## src/design/assert_macros.svh

```systemverilog
// ---------------------------------------------------------------------------
// Assertion macros used by the I2C bit engine RTL.
// Define ASSERT_OFF to compile all checks out.
// ---------------------------------------------------------------------------
`ifndef ASSERT_MACROS_SVH
`define ASSERT_MACROS_SVH
`ifndef ASSERT_OFF
`define ASSERT_CHK(label, clk, rst_n, prop) \
    label: assert property (@(posedge clk) disable iff (!rst_n) prop) \
        else $error("i2c bit engine: check failed");
`define ASSERT_NEVER(label, clk, rst_n, expr) \
    label: assert property (@(posedge clk) disable iff (!rst_n) !(expr)) \
        else $error("i2c bit engine: forbidden condition seen");
`else
`define ASSERT_CHK(label, clk, rst_n, prop)
`define ASSERT_NEVER(label, clk, rst_n, expr)
`endif
`endif

```

## src/design/i2cmb_pkg.sv

```systemverilog
// ---------------------------------------------------------------------------
// i2cmb_pkg
// Types, command codes and helpers of the I2C master bit engine.
// ---------------------------------------------------------------------------
package i2cmb_pkg;

    // Command codes
    localparam logic [2:0] CMD_NONE  = 3'd0;
    localparam logic [2:0] CMD_START = 3'd1;
    localparam logic [2:0] CMD_STOP  = 3'd2;
    localparam logic [2:0] CMD_WRITE = 3'd3;
    localparam logic [2:0] CMD_READ  = 3'd4;
    localparam logic [2:0] CMD_ACK   = 3'd5;
    localparam logic [2:0] CMD_NACK  = 3'd6;
    localparam logic [2:0] CMD_RACK  = 3'd7;

    // Pause register
    localparam int          CFG_W                   = 16;
    localparam logic [15:0] PAUSE_RESET             = 16'd5;
    localparam int          PAUSE_COUNTER_BITS_DEF  = 16;

    // Input request
    typedef struct packed {
        logic [2:0] func;
        logic [7:0] tx_data;
        logic       sda_in;
    } i2cmb_req_t;

    // Result
    typedef struct packed {
        logic       scl_out;
        logic       sda_out;
        logic       busy_res;
        logic       done_res;
        logic [7:0] rx_byte;
        logic       ack_received;
    } i2cmb_res_t;

    // Line phases per bit frame
    function automatic logic [2:0] phases_of(input logic [2:0] cmd);
        logic [2:0] n;
        unique case (cmd)
            CMD_STOP:          n = 3'd4;
            CMD_READ, CMD_RACK: n = 3'd3;
            default:           n = 3'd2;
        endcase
        return n;
    endfunction

    // Bit frames per command
    function automatic logic [3:0] bits_of(input logic [2:0] cmd);
        return (cmd == CMD_WRITE || cmd == CMD_READ) ? 4'd8 : 4'd1;
    endfunction

endpackage

```

## src/design/i2cmb_core.sv

```systemverilog
// ---------------------------------------------------------------------------
// i2cmb_core
// Command sequencer state and its per-tick update; forms one result per tick.
// ---------------------------------------------------------------------------
`include "assert_macros.svh"

module i2cmb_core
    import i2cmb_pkg::*;
#(
    parameter int PAUSE_COUNTER_BITS = PAUSE_COUNTER_BITS_DEF
)
(
    input  logic             clk,
    input  logic             rst_n,
    input  logic             cfg_we,
    input  logic [CFG_W-1:0] cfg_wdata,
    input  logic             fire,
    input  i2cmb_req_t       req,
    output i2cmb_res_t       res
);

    localparam int CW = (PAUSE_COUNTER_BITS > CFG_W) ? PAUSE_COUNTER_BITS : CFG_W;

    typedef struct packed {
        logic       scl;
        logic       sda;
        logic [7:0] sh;
        logic       ack;
    } line_t;

    // Apply the line action of one phase
    function automatic line_t apply_phase(input logic [2:0] cmd, input logic [1:0] ph,
                                          input logic sda_in, input line_t cur);
        line_t r;
        r = cur;
        unique case (cmd)
            CMD_START:
            begin
                if (ph == 2'd0) r.sda = 1'b0;
                else            r.scl = 1'b0;
            end
            CMD_STOP:
            begin
                unique case (ph)
                    2'd0:    r.scl = 1'b0;
                    2'd1:    r.sda = 1'b0;
                    2'd2:    r.scl = 1'b1;
                    default: r.sda = 1'b1;
                endcase
            end
            CMD_READ, CMD_RACK:
            begin
                if (ph == 2'd0)
                begin
                    r.scl = 1'b0;
                end
                else if (ph == 2'd1)
                begin
                    r.sda = 1'b1;
                    r.scl = 1'b1;
                end
                else if (cmd == CMD_READ)
                begin
                    r.sh = {cur.sh[6:0], sda_in};
                end
                else
                begin
                    r.ack = ~sda_in;
                end
            end
            default:
            begin
                // put bit: write, ack, nack
                if (ph == 2'd0)
                begin
                    r.scl = 1'b0;
                end
                else
                begin
                    r.sda = (cmd == CMD_WRITE) ? cur.sh[7] : (cmd == CMD_NACK);
                    r.scl = 1'b1;
                end
            end
        endcase
        return r;
    endfunction

    logic [CFG_W-1:0]              pause_reg;
    logic [2:0]                    cmd_reg,  cmd_next;
    logic [1:0]                    ph_reg,   ph_next;
    logic [3:0]                    bit_reg,  bit_next;
    logic [PAUSE_COUNTER_BITS-1:0] pc_reg,   pc_next;
    line_t                         line_reg, line_next;
    logic [7:0]                    rx_reg,   rx_next;

    logic [CFG_W-1:0]              p_m1;
    logic [CW-1:0]                 p_ext;
    logic [CW-1:0]                 pc_max_ext;
    logic [PAUSE_COUNTER_BITS-1:0] reload;
    logic [2:0]                    ph_sum;
    logic [3:0]                    bit_sum;
    logic                          done;
    line_t                         line_tmp;

    // Pause reload value: zero acts as one, saturate at counter range
    always_comb
    begin
        p_m1       = (pause_reg == '0) ? '0 : pause_reg - 1'b1;
        p_ext      = CW'(p_m1);
        pc_max_ext = CW'({PAUSE_COUNTER_BITS{1'b1}});
        reload     = PAUSE_COUNTER_BITS'((p_ext > pc_max_ext) ? pc_max_ext : p_ext);
    end

    // Per-tick state update
    always_comb
    begin
        cmd_next  = cmd_reg;
        ph_next   = ph_reg;
        bit_next  = bit_reg;
        pc_next   = pc_reg;
        line_next = line_reg;
        rx_next   = rx_reg;
        done      = 1'b0;
        ph_sum    = {1'b0, ph_reg} + 3'd1;
        bit_sum   = bit_reg + 4'd1;
        line_tmp  = line_reg;

        if (cmd_reg == CMD_NONE)
        begin
            if (req.func != CMD_NONE)
            begin
                cmd_next    = req.func;
                ph_next     = 2'd0;
                bit_next    = 4'd0;
                line_tmp.sh = (req.func == CMD_WRITE) ? req.tx_data : 8'd0;
                line_next   = apply_phase(req.func, 2'd0, req.sda_in, line_tmp);
                pc_next     = reload;
            end
        end
        else if (pc_reg != '0)
        begin
            pc_next = pc_reg - 1'b1;
        end
        else
        begin
            if (ph_sum >= phases_of(cmd_reg))
            begin
                ph_next = 2'd0;
                if (cmd_reg == CMD_WRITE) line_tmp.sh = {line_reg.sh[6:0], 1'b0};
                if (bit_sum >= bits_of(cmd_reg))
                begin
                    if (cmd_reg == CMD_READ) rx_next = line_reg.sh;
                    cmd_next = CMD_NONE;
                    bit_next = 4'd0;
                    done     = 1'b1;
                end
                else
                begin
                    bit_next = bit_sum;
                end
            end
            else
            begin
                ph_next = ph_sum[1:0];
            end
            if (done)
            begin
                line_next = line_tmp;
            end
            else
            begin
                line_next = apply_phase(cmd_reg, ph_next, req.sda_in, line_tmp);
                pc_next   = reload;
            end
        end
    end

    // Result of this tick
    always_comb
    begin
        res.scl_out      = line_next.scl;
        res.sda_out      = line_next.sda;
        res.busy_res     = (cmd_next != CMD_NONE);
        res.done_res     = done;
        res.rx_byte      = rx_next;
        res.ack_received = line_next.ack;
    end

    // State registers
    always_ff @(posedge clk or negedge rst_n)
    begin
        if (!rst_n)
        begin
            pause_reg <= PAUSE_RESET;
            cmd_reg   <= CMD_NONE;
            ph_reg    <= 2'd0;
            bit_reg   <= 4'd0;
            pc_reg    <= '0;
            line_reg  <= '{scl: 1'b1, sda: 1'b1, sh: 8'd0, ack: 1'b0};
            rx_reg    <= 8'd0;
        end
        else
        begin
            if (cfg_we) pause_reg <= cfg_wdata;
            if (fire)
            begin
                cmd_reg  <= cmd_next;
                ph_reg   <= ph_next;
                bit_reg  <= bit_next;
                pc_reg   <= pc_next;
                line_reg <= line_next;
                rx_reg   <= rx_next;
            end
        end
    end

    // Checks
    `ASSERT_CHK(a_done_goes_idle, clk, rst_n, (fire && done) |=> (cmd_reg == CMD_NONE))
    `ASSERT_NEVER(a_idle_pause_clear, clk, rst_n, (cmd_reg == CMD_NONE) && (pc_reg != '0))
    `ASSERT_NEVER(a_bit_in_range, clk, rst_n, bit_reg >= bits_of(cmd_reg))

endmodule

```

## src/design/i2cmb_out_stage.sv

```systemverilog
// ---------------------------------------------------------------------------
// i2cmb_out_stage
// Result register with valid/stall handshake toward the receiver.
// ---------------------------------------------------------------------------
module i2cmb_out_stage
    import i2cmb_pkg::*;
(
    input  logic       clk,
    input  logic       rst_n,
    input  logic       in_valid,
    output logic       in_stall,
    output logic       fire,
    input  i2cmb_res_t res_in,
    output logic       out_valid,
    input  logic       out_stall,
    output i2cmb_res_t out_res
);

    logic       valid_reg, valid_next;
    i2cmb_res_t data_reg;

    // Take a new request when the result slot is empty or being drained
    assign in_stall = valid_reg & out_stall;
    assign fire     = in_valid & ~in_stall;

    always_comb
    begin
        if (fire)           valid_next = 1'b1;
        else if (!out_stall) valid_next = 1'b0;
        else                valid_next = valid_reg;
    end

    always_ff @(posedge clk or negedge rst_n)
    begin
        if (!rst_n) valid_reg <= 1'b0;
        else        valid_reg <= valid_next;
    end

    // Result payload
    always_ff @(posedge clk)
    begin
        if (fire) data_reg <= res_in;
    end

    assign out_valid = valid_reg;
    assign out_res   = data_reg;

endmodule

```

## src/design/i2c_master_bit_engine_unit.sv

```systemverilog
// ---------------------------------------------------------------------------
// i2c_master_bit_engine_unit
// I2C master line sequencer, one request per timing tick.
// ---------------------------------------------------------------------------
// Usage:
//   Input channel (in_valid / in_stall / in_req): one request is one tick.
//   While idle, a nonzero func starts start, stop, write byte, read byte,
//   ack, nack or read ack; func is ignored while a command runs.
//   Output channel (out_valid / out_stall / out_res): one result per request,
//   giving SCL, SDA drive, busy, done, last received byte and ack seen.
//   The result is registered and shows in the cycle after accept; throughput is
//   one request per cycle while the output does not stall, set by the single
//   sequencer update between the state registers and the result register.
//   A stall on the output holds the result and stalls the input channel in
//   the same cycle; no request is lost.
//   cfg_we / cfg_wdata write the ticks per line phase; write only while idle.
//   Reset: lines released high, engine idle, phase length 5 ticks, no
//   result pending.
// ---------------------------------------------------------------------------
module i2c_master_bit_engine_unit
    import i2cmb_pkg::*;
#(
    parameter int PAUSE_COUNTER_BITS = PAUSE_COUNTER_BITS_DEF
)
(
    input  logic             clk,
    input  logic             rst_n,
    input  logic             cfg_we,
    input  logic [CFG_W-1:0] cfg_wdata,
    input  logic             in_valid,
    output logic             in_stall,
    input  i2cmb_req_t       in_req,
    output logic             out_valid,
    input  logic             out_stall,
    output i2cmb_res_t       out_res
);

    logic       fire;
    i2cmb_res_t res;

    // Sequencer
    i2cmb_core #(
        .PAUSE_COUNTER_BITS (PAUSE_COUNTER_BITS)
    ) u_core (
        .clk       (clk),
        .rst_n     (rst_n),
        .cfg_we    (cfg_we),
        .cfg_wdata (cfg_wdata),
        .fire      (fire),
        .req       (in_req),
        .res       (res)
    );

    // Result register
    i2cmb_out_stage u_out (
        .clk       (clk),
        .rst_n     (rst_n),
        .in_valid  (in_valid),
        .in_stall  (in_stall),
        .fire      (fire),
        .res_in    (res),
        .out_valid (out_valid),
        .out_stall (out_stall),
        .out_res   (out_res)
    );

endmodule

```

## config.mk

```make
export PLATFORM = sky130hd
export DESIGN_NAME = i2c_master_bit_engine_unit
export DESIGN_NICKNAME = d
export VERILOG_FILES = /design/src/design/i2cmb_pkg.sv /design/src/design/i2cmb_core.sv /design/src/design/i2cmb_out_stage.sv /design/src/design/i2c_master_bit_engine_unit.sv
export VERILOG_INCLUDE_DIRS = /design/src /design/src/design
export SDC_FILE = /design/constraint.sdc
export NUM_CORES = 1
export LEC_CHECK = 0
export BUFFER_PORTS_ARGS = -buffer_cell sky130_fd_sc_hd__buf_2
export CORE_ASPECT_RATIO = 1.1
export CORE_MARGIN = 4
export CORE_UTILIZATION = 30
export DETAILED_ROUTE_END_ITERATION = 7
export GPL_TIMING_DRIVEN = 0
export PLACE_DENSITY = 0.56
export SYNTH_ARGS = -nofsm -noshare
export SYNTH_HDL_FRONTEND = slang
export SYNTH_SLANG_ARGS = --single-unit
```

## constraint.sdc

```tcl
create_clock -name clk -period 3.9 [get_ports clk]
set_input_delay 0.195 -clock clk [delete_from_list [all_inputs] [get_ports clk]]
set_output_delay 0.195 -clock clk [all_outputs]
set_load 0.01 [all_outputs]
```

======== Word-level counts from Yosys, hierarchy flattened ========
Cells that the tools add are included.
operators by class
  $add $sub $neg .......................... 4
  order comparisons ....................... 3
  equal/unequal tests ..................... 14
  muxes and demuxes ....................... 61
  bitwise logic cells ..................... 4
  reduce and logical (&&, ||, !) cells .... 14
operators with widths
  cell                                                                     count
  16-bit 2-to-1 mux                                                        6
  8-bit 2-to-1 mux                                                         9
  11-bit 2-to-1 mux                                                        4
  16-bit by 1-bit subtractor with 16-bit output, second input constant     2
  4-bit 2-to-1 mux                                                         6
  3-bit 2-to-1 mux                                                         7
  9-bit 2-to-1 mux                                                         2
  16-bit > comparator, second input constant                               1
  16-bit zero test                                                         1
  16-bit nonzero test                                                      1
  1-bit 2-to-1 mux                                                         15
  2-bit 2-to-1 mux                                                         7
  10-bit 2-to-1 mux                                                        1
  3-bit by 2-bit == test with 1-bit output, second input constant          3
  3-bit == test, second input constant                                     3
  3-bit by 1-bit == test with 1-bit output, second input constant          2
  2-bit case mux with 3 select lines                                       1
  3-bit case mux with 2 select lines                                       1
  3-bit AND reduction                                                      2
  3-bit nonzero test                                                       2
  2-bit OR reduction                                                       3
  4-bit by 1-bit adder with 4-bit output, second input constant            1
  4-bit greater-or-equal comparator                                        1
  2-bit by 1-bit inequality test with 1-bit output, second input constant  2
  other kinds (14)                                                         17
storage, ports and cells
  register bits ........................... 74
  input bits .............................. 33
  output and inout bits ................... 15
  logic and storage cells ................. 117

======== Logic depth before layout (Yosys ltp) ========
Gate-level depths: netlist of the first run.
  depth in word-level cells ............... 16
  mapped depth ............................ 11
  gate-level depth less buffers ........... 9

======== By module ========
From an unflattened synthesis of the first run, not the netlist that was laid out.
second synthesis, totals
  cells, all modules ...................... 436
  area, all modules ....................... 4414.2 sq um
modules (own cells, without submodules)
  module           instances  cells an instance  area an instance (sq um)  seq. area each (sq um)
  i2cmb_core       1          419                3973.8                    1506.4
  i2cmb_out_stage  1          17                 440.4                     415.4

======== Least setup slack after synthesis of the first run ========
OpenSTA, ideal clock, no wires.
  kind .................................... reg-to-reg
  start ................................... register u_core.cmd_reg[0]
  end ..................................... register u_out.data_reg (netlist bit u_out.out_res[1]) (data pin)
  library setup time ...................... 260 ps
  data arrival time ....................... 2703 ps
  data required time ...................... 3640 ps
  path slack .............................. 937 ps
  stages on the path, launching flop included .. 10
  buffers on the path ..................... 2
  clock period less this slack ............ 2963 ps
  path through ............................ dfrtp_1 > clkbuf_1 > or3b_2 > ha_1 > a21oi_1 > o21a_1 > clkbuf_1 > nor2_1 > nand3_1 > mux2_2
RTL lines
  element                 line                   RTL
  start, declared         i2cmb_core.sv:89       logic [2:0] cmd_reg, cmd_next;
  start signal, assigned  i2cmb_core.sv:207      cmd_reg <= cmd_next;
  end signal, assigned    i2cmb_out_stage.sv:42  if (fire) data_reg <= res_in;
  end, declared           i2cmb_out_stage.sv:20  i2cmb_res_t data_reg;

==> results of run 1 <==
[cell families after synthesis]
| kind of cell | share of synthesized area, % |
|---|---|
| and+or+nand+nor | 19.2 |
| AOI/OAI and AO/OA | 16.8 |
| DFF | 45.8 |
| muxes | 9.79 |
| buffers and inverters | 2.77 |
| xor gates and xnor gates | 2.71 |
| adders and majority gates | 2.98 |
[worst min path at each step]
stage	end	depth (start not counted)	startpoint	slack, ns
6_report	u_out.out_valid	2	in_valid	0.07
5_1_grt	u_core.line_reg[0]	2	in_req[0]	0.06
4_1_cts	u_core.pause_reg[1]	3	cfg_wdata[1]	0.06
3_5_place_dp	u_core.pause_reg[4]	1	rst_n	0.33
3_3_place_gp	u_core.pause_reg[1]	3	cfg_wdata[1]	0.41
2_1_floorplan	u_core.bit_reg[0]	0	rst_n	-0.10
[layer usage]
layer | up-vias | wire length [um] | global-route usage (%)
li1 | 1687 | - | -
met1 | 1681 | 4690 | 17.8
met2 | 104 | 4880 | 21.5
met3 | 19 | 516 | 3.48
met4 | 0 | 205 | 5.10
met5 | - | 0 | 0
[area by class of cell]
class | instances | area share (%)
Multi-Input combinational cell | 315 | 43.3
Sequential cell | 74 | 38.3
Timing Repair Buffer | 47 | 4.83
Clock buffer | 10 | 4.76
Tap cell | 188 | 4.68
Clock inverter | 6 | 1.79
Buffer | 15 | 1.27
Inverter | 14 | 1.05
[Yosys cell counts (all sizes together) (3+ instances only)]
library cell   n  area, um^2
edfxtp        13         390
a32o           4        40.0
nand3         16        80.1
a31oi          3        18.8
o22ai          3        18.8
or3b           3        26.3
nor3          18         100
nor2b          3        18.8
a22o          12         105
nor3b          3        22.5
a32oi          3        26.3
xor2           6        52.6
nand4          6        37.5
ha            10         125
a21o           8        60.1
xnor2          7        61.3
nor2          34         130
or3            3        18.8
dfstp          4         105
a21oi         25         125
nor4b          3        26.3
nand2b         4        25.0
inv           14        52.6
and2           3        18.8
dfrtp         57        1430
clkbuf        14        52.6
mux2          32         360
nand2         31         121
nor4          10        77.6
mux2i          5        50.1
o21ai         27         135
and3           3        18.8
o21a           3        22.5
o31ai          3        22.5
[power groups by stage]
stage	logic, mW	clock network (mW)	registers, mW
2_1_floorplan	0.662	0	1.07
3_3_place_gp	0.860	0	1.11
3_5_place_dp	0.877	0	1.11
4_1_cts	0.887	0.935	1.10
5_1_grt	1.02	0.977	1.13
6_report	0.901	0.907	1.10
[timing repair]
item                       4_1_cts  5_1_grt
hold endpoints to repair        57        0
resized for setup                0        2
setup endpoints to repair        0        7
hold buffers                     1        0
==> summary.txt, run 1 <==
Layout
  – Area of the multi-input gates: 2180 um^2
  – Final Util: 36.5%
  – P&R area growth vs syn: 19.7%
  – Ant. Diodes: 0
  – Commonest non-fill, non-tap cell in the layout: dfrtp_1
  – FF/Latch Area: 1920 um^2
  – Fillers: 1422
  – Final net count: 519
  – Post-route non-filler standard cell count: 669
  – Final Cell Area: 5020 um^2
  – Commonest non-fill, non-tap cells in the layout: dfrtp_1 (57), buf_2 (45), nor2_1 (33)
  – Layout cell share with drive strength beyond 1: 23.9%

Detailed routing
  – Drc violations: 0
  – Vias: 3491
  – WL/cell: 15.4 um
  – Avg Vias per Cell: 5.22
  – Routed Antenna Nets: 0
  – Initial DRC Count: 335
  – Drt total wl: 10300 um
  – Pre-antenna DRT Iters: 4

Yosys
  – Sequential fraction of the synthesis area: 45.8%
  – Most used flip-flop cell after synthesis: dfrtp_1
  – Yosys cell types: 60
  – Asr flop ratio synth: 82.4%
  – Seq cells post-synth: 74
  – Synth Area per Inst: 10.0 um^2
  – Post-Syn Instances: 418
  – Post-synth EDFFs: 13
  – Synthesized net count: 461
  – Mapped Area: 4190 um^2
  – Ys Warns: 0

Worst setup path
  – Crit-path cells: clkbuf_1 > or3b_2 > ha_1 > nand2_1 > o21a_1 > clkbuf_1 > nor2_1 > nand3_1 > mux2_2
  – Worst path top cell family by delay: simple AND/OR/NAND/NOR gates
  – Slowest stage cell, crit path: or3b_2
  – Worst r2r src: u_core.cmd_reg[0]
  – Setup crit end kind: flip-flop
  – WP buf/inv: 2
  – Most frequent CP cell: clkbuf_1
  – WP data arrival: 3.67 ns
  – Worst R2R End: u_out.out_res[3]
  – Critical setup path kind: reg -> reg
  – Critical Path RT: 3.98 ns
  – Reg2Reg Depth: 9
  – Flop2flop setup slack: 0.31 ns
  – Crit-path max FO: 10
  – Worst Setup EP: u_out.out_res[3]
  – CP Launch Type: flip-flop
  – WP depth: 9
  – Crit path from: u_core.cmd_reg[0]
  – CP max stage delay: 0.56 ns

Outcome
  – Status: finished clean

Power and ir drop
  – Sw frac: 35.9%
  – PD cells: 580 nW/um^2
  – Logic gate share of total power: 31.0%
  – Worst VDD drop: 0.000288 V
  – Clock share of power: 31.2%
  – Overall Power: 2.91 mW
  – Leakage power total: 2.15 nW
  – Sequential power share: 37.9%
  – Net Sw Power: 1.05 mW
  – Power Internal: 1.87 mW

Die
  – Core area: 13700 um^2
  – Row count: 45
  – Initial core utilization: 30.5%
  – Die footprint: 15900 um^2
  – Die height: 132 um
  – Die width: 121 um
  – I/O pin count: 48

CTS
  – Clock transition at the registers of the reported paths: 0.06 ns
  – Total setup buffers inserted after CTS: 0
  – Clk root buf: clkbuf_16
  – Clk Latency, worst-skew pair: 0.35 ns
  – CTS tree: built
  – CTS Buf Count: 9
  – Clock Path Buffers: 2
  – H-tree levels: 3
  – Clk sinks: 74

Timing
  – Slew Limit Fails: 0
  – Final Hold Vio Count: 0
  – Slew HR: 45.6%
  – Maximum clock frequency: 279 MHz
  – Post-route setup slack: 0.315 ns
  – Clock Skews: 0.0103 ns
  – Endpoints failing setup: 0
  – Final Critical Period: 3.59 ns
  – Hold WS: 0.0688 ns
  – Worst-margin pin slew: 0.805 ns
  – Setup TNS: 0 ns
  – RSZ-0062 raised after global routing: false
  – Period utilisation layout: 91.9%

Hold path
  – Worst hold path class: in -> reg

Global routing
  – Tot GR Track Use: 13.6%
  – Vias in the first global route: 3525
  – Initial antenna violation count: 0
  – Global-route wire length before repair: 17500 um
  – Pin count of the biggest net entering global routing: 62
  – Overflow after GRT: 0

Place
  – Dpl cell area: 4660 um^2
  – Final HPWL DP: 7440 um
  – DP Worst Slack: 0.337 ns
  – Placed Cells: 652
  – Final RePlAce weighted congestion: 0.864
  – IO Port Bufs: 46

Flow run
  – Max Cap Viol: 0
(Power assumes the default switching activity.)
==> run 2, diff against run 1 <==
Clock period 3.9 ns to 4 ns, I/O delays scaled along.
==> run 2 against run 1 <==
  * Fmax down 1.2%
  * Register-to-register slack gained 0.06 ns
  * First-iteration DRC count fell by 8.4%
  * Clock skew shrank 0.0014 ns
  * Sequential share of layout area about the same
  * Clock power fell by 2.4%
  * Via count grew 1.1%
  * Critical path depth did not move
  * Sequential power is essentially flat
  * Total power shrank 2.6%
  * Wire length increased by 0.14%
  * Critical path type unchanged
  * Largest cell class unchanged
==> summary.txt, run 2 (synthesized netlist as in run 1, its figures left out) <==
Outcome
  – Status: finished clean

Die
  – Core area: 13700 um^2
  – Die width: 121 um
  – Initial core utilization: 30.5%
  – Row count: 45
  – I/O pin count: 48
  – Die footprint: 15900 um^2
  – Die height: 132 um

Layout
  – Final net count: 519
  – Commonest non-fill, non-tap cells in the layout: dfrtp_1 (57), buf_2 (45), nor2_1 (33)
  – Post-route non-filler standard cell count: 669
  – Layout cell share with drive strength beyond 1: 23.7%
  – P&R area growth vs syn: 19.6%
  – FF/Latch Area: 1920 um^2
  – Ant. Diodes: 0
  – Fillers: 1423
  – Commonest non-fill, non-tap cell in the layout: dfrtp_1
  – Final Util: 36.5%
  – Area of the multi-input gates: 2170 um^2

Worst setup path
  – Critical Path RT: 4.09 ns
  – Crit-path cells: clkbuf_1 > or3b_2 > ha_1 > nand2_1 > o21a_1 > clkbuf_1 > nor2_1 > nand3_1 > mux2_2
  – Worst path top cell family by delay: simple AND/OR/NAND/NOR gates
  – Reg2Reg Depth: 9
  – Worst R2R End: u_out.out_res[3]
  – WP data arrival: 3.72 ns
  – Worst r2r src: u_core.cmd_reg[0]
  – Critical setup path kind: reg -> reg
  – Setup crit end kind: flip-flop
  – CP max stage delay: 0.56 ns
  – Most frequent CP cell: clkbuf_1
  – Flop2flop setup slack: 0.37 ns
  – CP Launch Type: flip-flop
  – WP buf/inv: 2
  – Crit-path max FO: 10
  – Slowest stage cell, crit path: or3b_2

Detailed routing
  – Routed Antenna Nets: 0
  – Avg Vias per Cell: 5.28
  – WL/cell: 15.4 um
  – Vias: 3530
  – Pre-antenna DRT Iters: 5
  – Drt total wl: 10300 um
  – Initial DRC Count: 307
  – Drc violations: 0

Timing
  – Clock Skews: 0.00896 ns
  – Slew HR: 44.1%
  – Maximum clock frequency: 276 MHz
  – Endpoints failing setup: 0
  – Final Hold Vio Count: 0
  – Final Critical Period: 3.63 ns
  – Slew Limit Fails: 0
  – Period utilisation layout: 90.7%
  – RSZ-0062 raised after global routing: false
  – Setup TNS: 0 ns
  – Worst-margin pin slew: 0.832 ns
  – Hold WS: 0.0716 ns

Flow run
  – Max Cap Viol: 0

CTS
  – CTS Buf Count: 9
  – H-tree levels: 3
  – CTS tree: built
  – Clk sinks: 74
  – Clk Latency, worst-skew pair: 0.35 ns
  – Clock transition at the registers of the reported paths: 0.06 ns
  – Clk root buf: clkbuf_16
  – Clock Path Buffers: 2

Place
  – Placed Cells: 652
  – Final HPWL DP: 7440 um
  – Final RePlAce weighted congestion: 0.864
  – IO Port Bufs: 46

Power and ir drop
  – Overall Power: 2.84 mW
  – PD cells: 565 nW/um^2
  – Worst VDD drop: 0.000282 V
  – Leakage power total: 2.15 nW

Global routing
  – Vias in the first global route: 3525
  – Tot GR Track Use: 13.6%
  – Initial antenna violation count: 0
  – Global-route wire length before repair: 17500 um
  – Overflow after GRT: 0
  – Pin count of the biggest net entering global routing: 62

Hold path
  – Hold depth: 2
  – Hold wc startpoint: in_valid
  – Hold EP: u_out.out_valid
  – Worst hold path class: in -> reg
## run 2: where the power goes
part | leakage (nW) | switching [mW] | total, mW | internal (mW)
sequential | 0.871 | 0.170 | 1.08 | 0.906
clock | 0.159 | 0.322 | 0.885 | 0.564
combinational | 1.12 | 0.526 | 0.874 | 0.348
## run 2: metrics by stage
step / instance area (um^2) / setup WS [ns]
4_1_cts: 5000 / 0.399
6_report: 5020 / 0.372
2_1_floorplan: 4190 / 1.04
5_1_grt: 5020 / 0.0961
3_5_place_dp: 4660 / 0.437
3_3_place_gp: 4660 / 0.498
## run 2: layout make-up
cell class | instances | share of cell area (%)
flip-flops and latches | 74 | 38.3
repair buffers | 47 | 4.84
clock buffers | 10 | 4.76
plain buffers | 15 | 1.27
clock inverters | 6 | 1.80
well taps | 188 | 4.69
multi-input cells | 315 | 43.3
inverters | 14 | 1.05
## run 2: worst max-delay path by stage
stage / depth (start not counted) / startpoint / endpoint / slack, ns
detailed placement: 9 / u_core.cmd_reg[0] / u_out.out_res[3] / 0.44
global route: 11 / u_core.cmd_reg[2] / u_core.pc_reg[7] / 0.1
finish: 9 / u_core.cmd_reg[0] / u_out.out_res[3] / 0.37
floorplan: 9 / u_core.cmd_reg[0] / u_out.out_res[1] / 1.04
CTS: 9 / u_core.cmd_reg[0] / u_out.out_res[3] / 0.40
global placement: 9 / u_core.cmd_reg[0] / u_out.out_res[2] / 0.50
## run 2: per-layer routing
| layer | share of wire, % | global-route usage [%] | vias to the layer above |
|---|---|---|---|
| met5 | 0 | 0 | - |
| met4 | 2.3 | 5.10 | 0 |
| met3 | 5.9 | 3.48 | 23 |
| met2 | 46 | 21.5 | 137 |
| met1 | 45 | 17.8 | 1684 |
| li1 | - | - | 1686 |
## run 2: what timing repair did
item / in CTS / in global routing
gates resized for setup: 0 / 1
buffers inserted: 0 / 0
hold endpoints to repair: 57 / 0
setup endpoints to repair: 0 / 2
hold buffers: 1 / 0
